==> src/design/k_stacks_shared_buffer_assert.svh <==
// Assertion macros used by the datapath design file (kssb_dp).
// Each macro expects clk_i and rst_ni in the scope where it is used.
`ifndef K_STACKS_SHARED_BUFFER_ASSERT_SVH
`define K_STACKS_SHARED_BUFFER_ASSERT_SVH

// The consequent must hold in the same cycle as the antecedent.
`define KSSB_ASSERT_NOW(name, ante, cons, msg) \
  name: assert property (@(posedge clk_i) disable iff (!rst_ni) (ante) |-> (cons)) \
    else $error(msg);

// The consequent must hold in the cycle after the antecedent.
`define KSSB_ASSERT_NEXT(name, ante, cons, msg) \
  name: assert property (@(posedge clk_i) disable iff (!rst_ni) (ante) |=> (cons)) \
    else $error(msg);

`endif

==> src/design/kssb_pkg.sv <==
`default_nettype none
package kssb_pkg;

  localparam int IdW   = 2;
  localparam int IdN   = 1 << IdW;
  localparam int DataW = 32;

  localparam logic [DataW-1:0] EMPTY_WORD = 32'h7FFF_FFFF;

  typedef enum logic {
    CMD_PUSH = 1'b0,
    CMD_POP  = 1'b1
  } cmd_e;

  typedef enum logic [1:0] {
    ST_DONE      = 2'd0,
    ST_OVERFLOW  = 2'd1,
    ST_UNDERFLOW = 2'd2
  } status_e;

  typedef enum logic {
    S_IDLE = 1'b0,
    S_EXEC = 1'b1
  } state_e;

  // Commands from the controller to the datapath.
  typedef struct packed {
    logic accept;
    logic exec;
  } ctl_t;

  // Status from the datapath to the controller.
  typedef struct packed {
    logic out_busy;
  } sts_t;

endpackage
`default_nettype wire

==> src/design/kssb_ram.sv <==
`default_nettype none
module kssb_ram #(
  parameter int W     = 32,
  parameter int DEPTH = 16
) (
  input  wire logic                     clk_i,
  input  wire logic                     we_i,
  input  wire logic [$clog2(DEPTH)-1:0] waddr_i,
  input  wire logic [W-1:0]             wdata_i,
  input  wire logic                     re_i,
  input  wire logic [$clog2(DEPTH)-1:0] raddr_i,
  output logic      [W-1:0]             rdata_o
);

  logic [W-1:0] mem_q [DEPTH];

  always_ff @(posedge clk_i) begin
    if (we_i) begin
      mem_q[waddr_i] <= wdata_i;
    end
    if (re_i) begin
      rdata_o <= mem_q[raddr_i];
    end
  end

endmodule
`default_nettype wire

==> src/design/kssb_ctrl.sv <==
`default_nettype none
module kssb_ctrl (
  input  wire logic          clk_i,
  input  wire logic          rst_ni,
  input  wire logic          in_valid_i,
  output logic               in_stall_o,
  input  wire kssb_pkg::sts_t sts_i,
  output kssb_pkg::ctl_t     ctl_o
);
  import kssb_pkg::*;

  state_e state_q, state_d;

  always_ff @(posedge clk_i or negedge rst_ni) begin
    if (!rst_ni) begin
      state_q <= S_IDLE;
    end else begin
      state_q <= state_d;
    end
  end

  always_comb begin
    state_d      = state_q;
    ctl_o.accept = 1'b0;
    ctl_o.exec   = 1'b0;
    in_stall_o   = 1'b1;
    unique case (state_q)
      S_IDLE: begin
        in_stall_o = 1'b0;
        if (in_valid_i) begin
          ctl_o.accept = 1'b1;
          state_d      = S_EXEC;
        end
      end
      S_EXEC: begin
        // The commit waits until the result register can take the result.
        if (!sts_i.out_busy) begin
          ctl_o.exec = 1'b1;
          state_d    = S_IDLE;
        end
      end
      default: state_d = S_IDLE;
    endcase
  end

endmodule
`default_nettype wire

==> src/design/kssb_dp.sv <==
`default_nettype none
module kssb_dp #(
  parameter int NUM_STACKS = 4,
  parameter int NUM_SLOTS  = 16
) (
  input  wire logic                            clk_i,
  input  wire logic                            rst_ni,
  input  wire kssb_pkg::ctl_t                  ctl_i,
  output kssb_pkg::sts_t                       sts_o,
  input  wire logic                            cmd_i,
  input  wire logic [kssb_pkg::IdW-1:0]        stack_id_i,
  input  wire logic signed [kssb_pkg::DataW-1:0] value_i,
  output logic                                 out_valid_o,
  input  wire logic                            out_stall_i,
  output logic signed [kssb_pkg::DataW-1:0]    pop_value_o,
  output logic [1:0]                           status_o,
  output logic                                 store_full_o,
  output logic                                 stack_empty_o
);
  import kssb_pkg::*;

  `include "k_stacks_shared_buffer_assert.svh"

  localparam int IdxW = (NUM_SLOTS > 1) ? $clog2(NUM_SLOTS) : 1;
  localparam int PtrW = $clog2(NUM_SLOTS + 1);
  localparam logic [PtrW-1:0] Nil = PtrW'(NUM_SLOTS);

  // Operation held between accept and commit.
  cmd_e               op_q;
  logic [IdW-1:0]     id_q;
  logic [DataW-1:0]   val_q;
  logic [PtrW-1:0]    slot_q;
  logic               hit_q;
  logic               idok_q;

  // List heads and fill count. Slots at or above hwm_q were never taken, so their
  // link entry was never written; link_nx uses slot plus one in its place.
  logic [PtrW-1:0]    free_head_q, free_head_d;
  logic [PtrW-1:0]    hwm_q, hwm_d;
  logic [PtrW-1:0]    head_q [IdN];
  logic [PtrW-1:0]    head_d [IdN];

  logic               out_valid_q;
  logic [DataW-1:0]   pop_q, pop_d;
  status_e            status_q, status_d;
  logic               full_q, full_d;
  logic               empty_q, empty_d;

  logic               id_ok;
  logic [PtrW-1:0]    slot_rd;
  logic [PtrW-1:0]    link_rdata;
  logic [DataW-1:0]   data_rdata;
  logic [PtrW-1:0]    link_nx;
  logic               link_we, data_we;
  logic [PtrW-1:0]    link_wdata;

  assign id_ok   = int'(stack_id_i) < NUM_STACKS;
  assign slot_rd = (cmd_e'(cmd_i) == CMD_PUSH) ? free_head_q
                 : (id_ok ? head_q[stack_id_i] : Nil);

  always_ff @(posedge clk_i) begin
    if (ctl_i.accept) begin
      op_q   <= cmd_e'(cmd_i);
      id_q   <= stack_id_i;
      val_q  <= value_i;
      slot_q <= slot_rd;
      hit_q  <= id_ok && (slot_rd != Nil);
      idok_q <= id_ok;
    end
  end

  kssb_ram #(.W(PtrW), .DEPTH(NUM_SLOTS)) u_link_ram (
    .clk_i   (clk_i),
    .we_i    (link_we),
    .waddr_i (slot_q[IdxW-1:0]),
    .wdata_i (link_wdata),
    .re_i    (ctl_i.accept),
    .raddr_i (slot_rd[IdxW-1:0]),
    .rdata_o (link_rdata)
  );

  kssb_ram #(.W(DataW), .DEPTH(NUM_SLOTS)) u_data_ram (
    .clk_i   (clk_i),
    .we_i    (data_we),
    .waddr_i (slot_q[IdxW-1:0]),
    .wdata_i (val_q),
    .re_i    (ctl_i.accept),
    .raddr_i (slot_rd[IdxW-1:0]),
    .rdata_o (data_rdata)
  );

  assign link_nx = (slot_q < hwm_q) ? link_rdata : PtrW'(slot_q + 1'b1);

  always_comb begin
    free_head_d = free_head_q;
    hwm_d       = hwm_q;
    head_d      = head_q;
    link_we     = 1'b0;
    data_we     = 1'b0;
    link_wdata  = free_head_q;
    pop_d       = '0;
    status_d    = ST_DONE;
    if (ctl_i.exec) begin
      if (op_q == CMD_PUSH) begin
        if (hit_q) begin
          free_head_d  = link_nx;
          link_we      = 1'b1;
          link_wdata   = head_q[id_q];
          head_d[id_q] = slot_q;
          data_we      = 1'b1;
          if (slot_q == hwm_q) begin
            hwm_d = PtrW'(hwm_q + 1'b1);
          end
        end else begin
          status_d = ST_OVERFLOW;
        end
      end else begin
        if (hit_q) begin
          head_d[id_q] = link_nx;
          link_we      = 1'b1;
          link_wdata   = free_head_q;
          free_head_d  = slot_q;
          pop_d        = data_rdata;
        end else begin
          status_d = ST_UNDERFLOW;
          pop_d    = EMPTY_WORD;
        end
      end
    end
    full_d  = (free_head_d == Nil);
    empty_d = idok_q ? (head_d[id_q] == Nil) : 1'b1;
  end

  always_ff @(posedge clk_i or negedge rst_ni) begin
    if (!rst_ni) begin
      free_head_q <= '0;
      hwm_q       <= '0;
      out_valid_q <= 1'b0;
      for (int i = 0; i < IdN; i++) begin
        head_q[i] <= Nil;
      end
    end else begin
      free_head_q <= free_head_d;
      hwm_q       <= hwm_d;
      head_q      <= head_d;
      out_valid_q <= ctl_i.exec || (out_valid_q && out_stall_i);
    end
  end

  always_ff @(posedge clk_i) begin
    if (ctl_i.exec) begin
      pop_q    <= pop_d;
      status_q <= status_d;
      full_q   <= full_d;
      empty_q  <= empty_d;
    end
  end

  assign sts_o.out_busy = out_valid_q && out_stall_i;
  assign out_valid_o    = out_valid_q;
  assign pop_value_o    = pop_q;
  assign status_o       = status_q;
  assign store_full_o   = full_q;
  assign stack_empty_o  = empty_q;

  `KSSB_ASSERT_NOW(a_full_means_all_taken, free_head_q == Nil, hwm_q == Nil,
                   "free list is empty while some slots were never taken")
  `KSSB_ASSERT_NOW(a_fill_in_range, 1'b1, hwm_q <= Nil,
                   "fill count ran past the slot count")
  `KSSB_ASSERT_NEXT(a_commit_shows_result, ctl_i.exec, out_valid_q,
                    "commit did not present a result")
  `KSSB_ASSERT_NOW(a_commit_not_over_result, ctl_i.exec, !(out_valid_q && out_stall_i),
                   "commit overwrote a result that was not yet transferred")

endmodule
`default_nettype wire

==> src/design/k_stacks_shared_buffer.sv <==
// Channel  | Direction | Handshake                    | Payload
// ---------+-----------+------------------------------+-------------------------------------
// in       | input     | in_valid_i / in_stall_o      | cmd_i, stack_id_i, value_i
// out      | output    | out_valid_o / out_stall_i    | pop_value_o, status_o, store_full_o,
//          |           |                              | stack_empty_o
//
// Each operation is accepted, which reads the link and data memories, and then committed,
// which updates the lists and loads the result register once that register is free.
// A new operation is accepted only after the previous one has committed.
// A result waiting on out_stall_i does not block the next accept; the commit of that
// next operation waits until the result register is free.
// After reset all stacks are empty and all slots are free at once; a fill count stands
// in for the initial free chain, so no clearing pass is needed.
`default_nettype none
module k_stacks_shared_buffer #(
  parameter int NUM_STACKS = 4,
  parameter int NUM_SLOTS  = 16
) (
  input  wire logic                              clk_i,
  input  wire logic                              rst_ni,
  input  wire logic                              in_valid_i,
  output logic                                   in_stall_o,
  input  wire logic                              cmd_i,
  input  wire logic [kssb_pkg::IdW-1:0]          stack_id_i,
  input  wire logic signed [kssb_pkg::DataW-1:0] value_i,
  output logic                                   out_valid_o,
  input  wire logic                              out_stall_i,
  output logic signed [kssb_pkg::DataW-1:0]      pop_value_o,
  output logic [1:0]                             status_o,
  output logic                                   store_full_o,
  output logic                                   stack_empty_o
);
  import kssb_pkg::*;

  ctl_t ctl;
  sts_t sts;

  kssb_ctrl u_ctrl (
    .clk_i      (clk_i),
    .rst_ni     (rst_ni),
    .in_valid_i (in_valid_i),
    .in_stall_o (in_stall_o),
    .sts_i      (sts),
    .ctl_o      (ctl)
  );

  kssb_dp #(
    .NUM_STACKS (NUM_STACKS),
    .NUM_SLOTS  (NUM_SLOTS)
  ) u_dp (
    .clk_i         (clk_i),
    .rst_ni        (rst_ni),
    .ctl_i         (ctl),
    .sts_o         (sts),
    .cmd_i         (cmd_i),
    .stack_id_i    (stack_id_i),
    .value_i       (value_i),
    .out_valid_o   (out_valid_o),
    .out_stall_i   (out_stall_i),
    .pop_value_o   (pop_value_o),
    .status_o      (status_o),
    .store_full_o  (store_full_o),
    .stack_empty_o (stack_empty_o)
  );

endmodule
`default_nettype wire
==> config.mk <==
export PLATFORM = sky130hd
export DESIGN_NAME = k_stacks_shared_buffer
export DESIGN_NICKNAME = d
export VERILOG_FILES = /design/src/design/kssb_pkg.sv /design/src/design/kssb_ram.sv /design/src/design/kssb_ctrl.sv /design/src/design/kssb_dp.sv /design/src/design/k_stacks_shared_buffer.sv
export VERILOG_INCLUDE_DIRS = /design/src /design/src/design
export SDC_FILE = /design/constraint.sdc
export NUM_CORES = 1
export LEC_CHECK = 0
export BUFFER_PORTS_ARGS = -buffer_cell sky130_fd_sc_hd__buf_2
export CAP_MARGIN = 20
export CORE_UTILIZATION = 30
export CTS_CLUSTER_DIAMETER = 60
export CTS_CLUSTER_SIZE = 30
export DETAILED_ROUTE_END_ITERATION = 12
export MAX_ROUTING_LAYER = met4
export SLEW_MARGIN = 20
export SYNTH_ARGS = -nofsm -noshare
export SYNTH_HDL_FRONTEND = slang
export SYNTH_SLANG_ARGS = --single-unit
==> constraint.sdc <==
create_clock -name clk_i -period 4.9 [get_ports clk_i]
set_clock_uncertainty 0.15 [all_clocks]
set_input_delay 0.49 -clock clk_i [delete_from_list [all_inputs] [get_ports clk_i]]
set_output_delay 0.49 -clock clk_i [all_outputs]
set_load 0.02 [all_outputs]
======== Word-level counts from Yosys, hierarchy flattened ========
Memories as Yosys holds them, arrays and structs flattened. A register that Yosys moved wholly into a read port is not among the register bits.
Index checks and enable logic that the tools add are counted.
word-level totals
  memories ................................ 2
  flip-flop bits (word level) ............. 109
  word-level logic and storage cells ...... 84
  memory bits (writable) .................. 592
  input bits .............................. 39
  output and inout bits ................... 38
memories
  memory                 words  width  read ports  clocked after Yosys merged registers in  write ports  RTL line        source
  u_dp.u_data_ram.mem_q  16     32     1           1                                        1            kssb_ram.sv:15  logic [W-1:0] mem_q [DEPTH];
  u_dp.u_link_ram.mem_q  16     5      1           1                                        1            kssb_ram.sv:15
cells by class
  bitwise operators ....................... 4
  add/subtract/negate cells ............... 2
  equal/unequal tests ..................... 4
  mux-type cells .......................... 45
  reductions and logical operators ........ 5
  $lt $le $gt $ge ......................... 4
operators by type and width
  kind                                                         number
  two-way mux 20 bit                                           4
  two-way mux 5 bit                                            16
  bitwise mux 20 bit                                           2
  two-way mux 31 bit                                           1
  binary-select mux 5 bit (select 2 bit)                       3
  two-way mux 1 bit                                            15
  adder 5 x 1 -> 5 bit (second input constant)                 2
  demux 5 bit (select 2 bit)                                   1
  equality test 5 bit (second input constant)                  2
  >= comparator 3 bit (second input constant)                  2
  inverter 2 -> 3 bit                                          2
  equality test 5 bit                                          1
  less-than comparator 5 bit                                   1
  != test 5 bit (second input constant)                        1
  two-way mux 2 bit                                            2
  AND reduction 4 bit                                          1
  less-than comparator 3 x 1 -> 1 bit (second input constant)  1
  logical AND 1 bit                                            2
  inverter 1 bit                                               2
  case mux 1 bit (2 select lines)                              1
  AND reduction 2 bit                                          1
  logical OR 1 bit                                             1

======== Logic depth before layout (Yosys ltp) ========
  word-level depth ........................ 13
  gate-level depth with buffers ........... 11

======== Hierarchy ========
A second synthesis with hierarchy kept.
unflattened totals
  cells, all modules ...................... 1,434
  area, all modules ....................... 28,675.0 µm²
modules (own cells, without submodules)
  module                      times used  cells each  area an instance (µm²)  sequential area each (µm²)
  kssb_ram (u_dp.u_data_ram)  1           838         20,155.6                16,335.7
  kssb_dp                     1           437         5,202.5                 3,093.0
  kssb_ram (u_dp.u_link_ram)  1           155         3,263.1                 2,552.4
  kssb_ctrl                   1           4           53.8                    25.0

======== Least setup slack after synthesis ========
OpenSTA, ideal clock, no wires.
  kind .................................... register to register
  start point ............................. register u_ctrl.state_q
  end point ............................... register u_dp.hit_q, enable pin
  required time ........................... 4.228 ns
  setup time .............................. 0.522 ns
  stages on the path, launching flop included .. 2
  setup slack ............................. 0.288 ns
  data arrival time ....................... 3.940 ns
  buffers on the path ..................... 0
  period minus slack after synthesis ...... 4.612 ns
  path through ............................ dfrtp_1 > nor2b_1
RTL lines
  what                    RTL line         source
  from (decl)             kssb_ctrl.sv:12  state_e state_q, state_d;
  from (signal assigned)  kssb_ctrl.sv:18  state_q <= state_d;
  to (signal assigned)    kssb_dp.sv:67    hit_q <= id_ok && (slot_rd != Nil);
  to (decl)               kssb_dp.sv:33    logic hit_q;

======== Final worst setup path ========
  start point ............................. register u_dp.slot_q[2]
  end point ............................... register u_dp.empty_q, in the netlist u_dp.stack_empty_o (data pin)
between the ends
  cells in the longest elaborated chain, start to end .. 10
RTL lines
  what                                                                RTL line        source
  from (decl)                                                         kssb_dp.sv:32   logic [PtrW-1:0] slot_q;
  from (signal assigned)                                              kssb_dp.sv:66   slot_q <= slot_rd;
  adder 5 x 1 -> 5 bit or less-than comparator 5 bit (tied branches)  kssb_dp.sv:92   assign link_nx = (slot_q < hwm_q) ? link_rdata : PtrW'(slot_q + 1'b1);
  two-way mux 5 bit                                                   kssb_dp.sv:92
  bitwise mux 20 bit                                                  kssb_dp.sv:119  head_d[id_q] = link_nx;
  two-way mux 20 bit                                                  kssb_dp.sv:118  if (hit_q) begin
  two-way mux 20 bit *                                                kssb_dp.sv:104  if (op_q == CMD_PUSH) begin
  two-way mux 20 bit *                                                kssb_dp.sv:103  if (ctl_i.exec) begin
  binary-select mux 5 bit (select 2 bit) *                            kssb_dp.sv:131  empty_d = idok_q ? (head_d[id_q] == Nil) : 1'b1;
  two-way mux 5 bit (not written as such) * (2 in a row)              kssb_dp.sv:131
  equality test 5 bit *                                               kssb_dp.sv:131
  to (signal assigned)                                                kssb_dp.sv:155  empty_q <= empty_d;
  to (decl)                                                           kssb_dp.sv:47   logic empty_q, empty_d;
Every way passes the cells marked *; elsewhere a longest branch is shown, timed or not. The select of a mux whose other input is x is not followed.
A chain may end at the register's enable or synchronous reset.

==> results.tsv <==
stage	metric	value	unit
clocking	cts_setup_buffers	0	
worst_setup_path	worstReg2RegEnd	u_dp.stack_empty_o$_DFFE_PP_	
timing	drv_slew	0	
worst_setup_path	cp.arrival	4150	ps
global_routing	grt.total_usage	0.152	
drt	wl_met3	3.93	mm
floorplanning	die_y	317	um
drt	drc_errors	0	
clocking	cts_root_buf	clkbuf_16	
finish	final_area	0.0342	mm2
finish	syn_to_final_growth	15.3	%
synthesis	synth_top_area_frac	0.714	
pwr	power	19200	uW
global_routing	antenna_found_initial	0	
synthesis	yosys_warnings	0	
synthesis	synth_area	0.0297	mm2
drt	drt_iter0_drc	1643	
drt	route.met2.wl	36.3	mm
synthesis	synthArstFlopShare	0.0434	
global_routing	overflow	0	
synthesis	synth_edf_count	706	
global_routing	grt_max_degree	151	
finish	nets	2417	
drt	wl_met1	33.1	mm
timing	fin_crit_sh	0.804	
floorplanning	die_area	0.100	mm2
worst_setup_path	r2r_setup_slack	960	ps
clocking	clk_latency	670	ps
finish	utilization	0.348	
place	dp_hpwl	40.9	mm
synthesis	syn_area_per_cell	13.0	um2
pwr	power_density	560	mW/mm2
clocking	cts.sinks	738	
worst_setup_path	worst_ep_required_time	5120	ps
timing	clock.fmax	0.254	GHz
timing	tightest_slew	1070	ps
finish	insertedDiodeCount	0	
worst_setup_path	critPathLaunchType	flop	
timing	relSlewSlack	0.286	
pwr	leakage	0.0118	uW
synthesis	synth.area.top_cells	edfxtp_1 (71%), nand2_1 (8.1%), nand3_1 (5.1%)	
clocking	clkTransAtPathRegs	70	ps
synthesis	ys_seq_elements	738	
worst_setup_path	critPathMaxFanout	16	
timing	min_period	3940	ps
worst_setup_path	end_kind	flop	
drt	ant_nets	0	
synthesis	synth_most_common_cell	edfxtp_1	
pwr	intPower	12100	uW
synthesis	synth_common_cells	edfxtp_1 (706), nand2_1 (644), nand3_1 (303)	
clocking	tritoncts	done	
pwr	seqPwrFrac	0.440	
clocking	clk_path_buf_depth	3	
synthesis	synthFlopType	edfxtp_1	
worst_setup_path	crit_end	u_dp.stack_empty_o$_DFFE_PP_	
drt	first_pass_iters	5	
place	placed_cell_area	0.0318	mm2
worst_setup_path	crit_start	u_dp.slot_q[2]$_DFFE_PP_	
pwr	clock_power_share	0.258	
worst_setup_path	r2r-start	u_dp.slot_q[2]$_DFFE_PP_	
worst_hold_path	hp-class	in2reg	
flow_run	cap_violations	0	
timing	hold_viol	0	
clocking	numCtsBuffers	53	
run_status	outcome	finished clean	
pwr	p_switching	7120	uW
timing	fin_setup_tns	0	ps
floorplanning	io_pins	77	
drt	via_count	18600	
global_routing	grt_pass1_vias	17600	
drt	viasPerCell	5.01	
pwr	comb_power_share	0.302	
floorplanning	fp-row-count	115	
timing	setup_viol	0	
global_routing	grt_first_pass_wirelength	112	mm
synthesis	yosysSeqAreaShare	0.741	
clocking	htreeDepth	2	
floorplanning	initial_core_util	0.302	
floorplanning	core_area	0.0983	mm2
place	portBuffers	76	
synthesis	synth_nets	2338	
pwr	swShare	0.371	
worst_setup_path	setup.worst_path.class	reg2reg	
drt	dr.max_layer_used	met4	
timing	rsz0062_at_grt	false	
pwr	ir_drop	0.000380	V
synthesis	synth_cell_type_count	56	
worst_setup_path	reg2reg_depth	9	
floorplanning	die_w	317	um
synthesis	synth_area_leader_cell	edfxtp_1	
place	place_congestion	0.842	
worst_hold_path	hold_depth	1	
finish	drive_gt1_frac	0.117	
drt	detail_route.wl_per_cell	20.3	um
synthesis	synth_cells	2289	
drt	routed_wl	75.0	mm
[power groups by stage]
stage / clock, uW / combinational (uW) / sequential [uW]
after floorplan: 0 / 3770 / 8540
after global placement: 0 / 5760 / 8570
after detailed placement: 0 / 5800 / 8570
after CTS: 5040 / 5840 / 8440
after global routing: 5250 / 6380 / 8510
final: 4940 / 5800 / 8430
[worst min-delay path by stage]
| stage | from | to |
|---|---|---|
| 4_1_cts | stack_id_i[1] | u_dp.id_q[1]$_DFFE_PP_ |
| 5_1_grt | stack_id_i[1] | u_dp.id_q[1]$_DFFE_PP_ |
| 3_3_place_gp | u_dp.hwm_q[4]$_DFFE_PN0P_ | u_dp.hwm_q[4]$_DFFE_PN0P_ |
| 2_1_floorplan | rst_ni | u_ctrl.state_q$_DFF_PN0_ |
| 6_report | stack_id_i[1] | u_dp.id_q[1]$_DFFE_PP_ |
| 3_5_place_dp | u_dp.hwm_q[4]$_DFFE_PN0P_ | u_dp.hwm_q[4]$_DFFE_PN0P_ |
[critical path: stages (launching register included)]
cell	delay [ps]
edfxtp_1	770
ha_1	370
o211a_1	240
o31a_1	130
nor2_1	300
mux2i_1	660
o311ai_0	260
nor3b_1	260
o211ai_1	120
nor4_1	420
[routing by layer]
layer  global-route usage  vias to the layer above
met5                    -                        -
met4               0.0369                        0
met3               0.0194                      111
met2                0.248                      550
met1                0.202                     9356
li1                     -                     8536
[cell type report]
| cell class | count | area (um2) |
|---|---|---|
| fill | 9403 | 64100 |
| tap | 1287 | 1610 |
| inverter | 59 | 234 |
| clock buffer | 54 | 1330 |
| sequential | 738 | 22000 |
| timing repair buffer | 172 | 1380 |
| clock inverter | 46 | 694 |
| multi-input combinational | 1344 | 6960 |
[sequential cells by signal, indices dropped and copies added (netlist names), 2 cells and up]
register                 count
u_dp.status_o                2
u_dp.pop_value_o            32
u_dp.hwm_q                   5
u_dp.id_q                    2
u_dp.val_q                  32
u_dp.u_link_ram.rdata_o      5
u_dp.u_data_ram.rdata_o     32
u_dp.u_data_ram.mem_q      512
u_dp.u_link_ram.mem_q       80
u_dp.slot_q                  5
u_dp.head_q                 20
u_dp.free_head_q             5
[stage by stage]
stage	hold slack [ps]	cells	setup WS, ps
2_1_floorplan	44.4	2289	288
5_1_grt	66.6	3700	753
6_report	80.6	3700	961
3_5_place_dp	331	3564	902
4_1_cts	40.2	3699	980
3_3_place_gp	312	3564	1030
[timing repair]
item | in CTS | in global routing
resized for setup | 0 | 0
hold buffers | 35 | 0
setup endpoints to repair | 0 | 0
hold endpoints to repair | 62 | 0
[cell usage in the layout, fill, tap and decap left out, types with 7 or more instances in the layout]
cell,count
edfxtp_1,706
nand2_1,644
nand3_1,303
buf_2,76
a311oi_1,75
inv_1,54
clkbuf_16,53
a21oi_1,50
buf_4,46
and3_1,40
a31oi_1,40
dlygate4sd3_1,35
nor2_1,28
dfrtp_1,28
o21ai_0,22
buf_12,14
nor2_4,12
nor3_1,10
mux4_2,10
ha_1,10
clkinv_8,8
inv_12,8
nand2b_1,7
a221oi_1,7
[kinds of logic (layout without fill, tap and decap cells)]
group | after synthesis | in the layout | synth area share
buffers and inverters | 207 | 331 | 0.0294
and+or+nand+nor | 1069 | 1069 | 0.155
DFF | 738 | 738 | 0.741
muxes | 24 | 24 | 0.0129
xor gates and xnor gates | 6 | 6 | 0.00177
AOI/OAI and AO/OA | 235 | 235 | 0.0558
adders and majority gates | 10 | 10 | 0.00421
(Power assumes the default switching activity.)
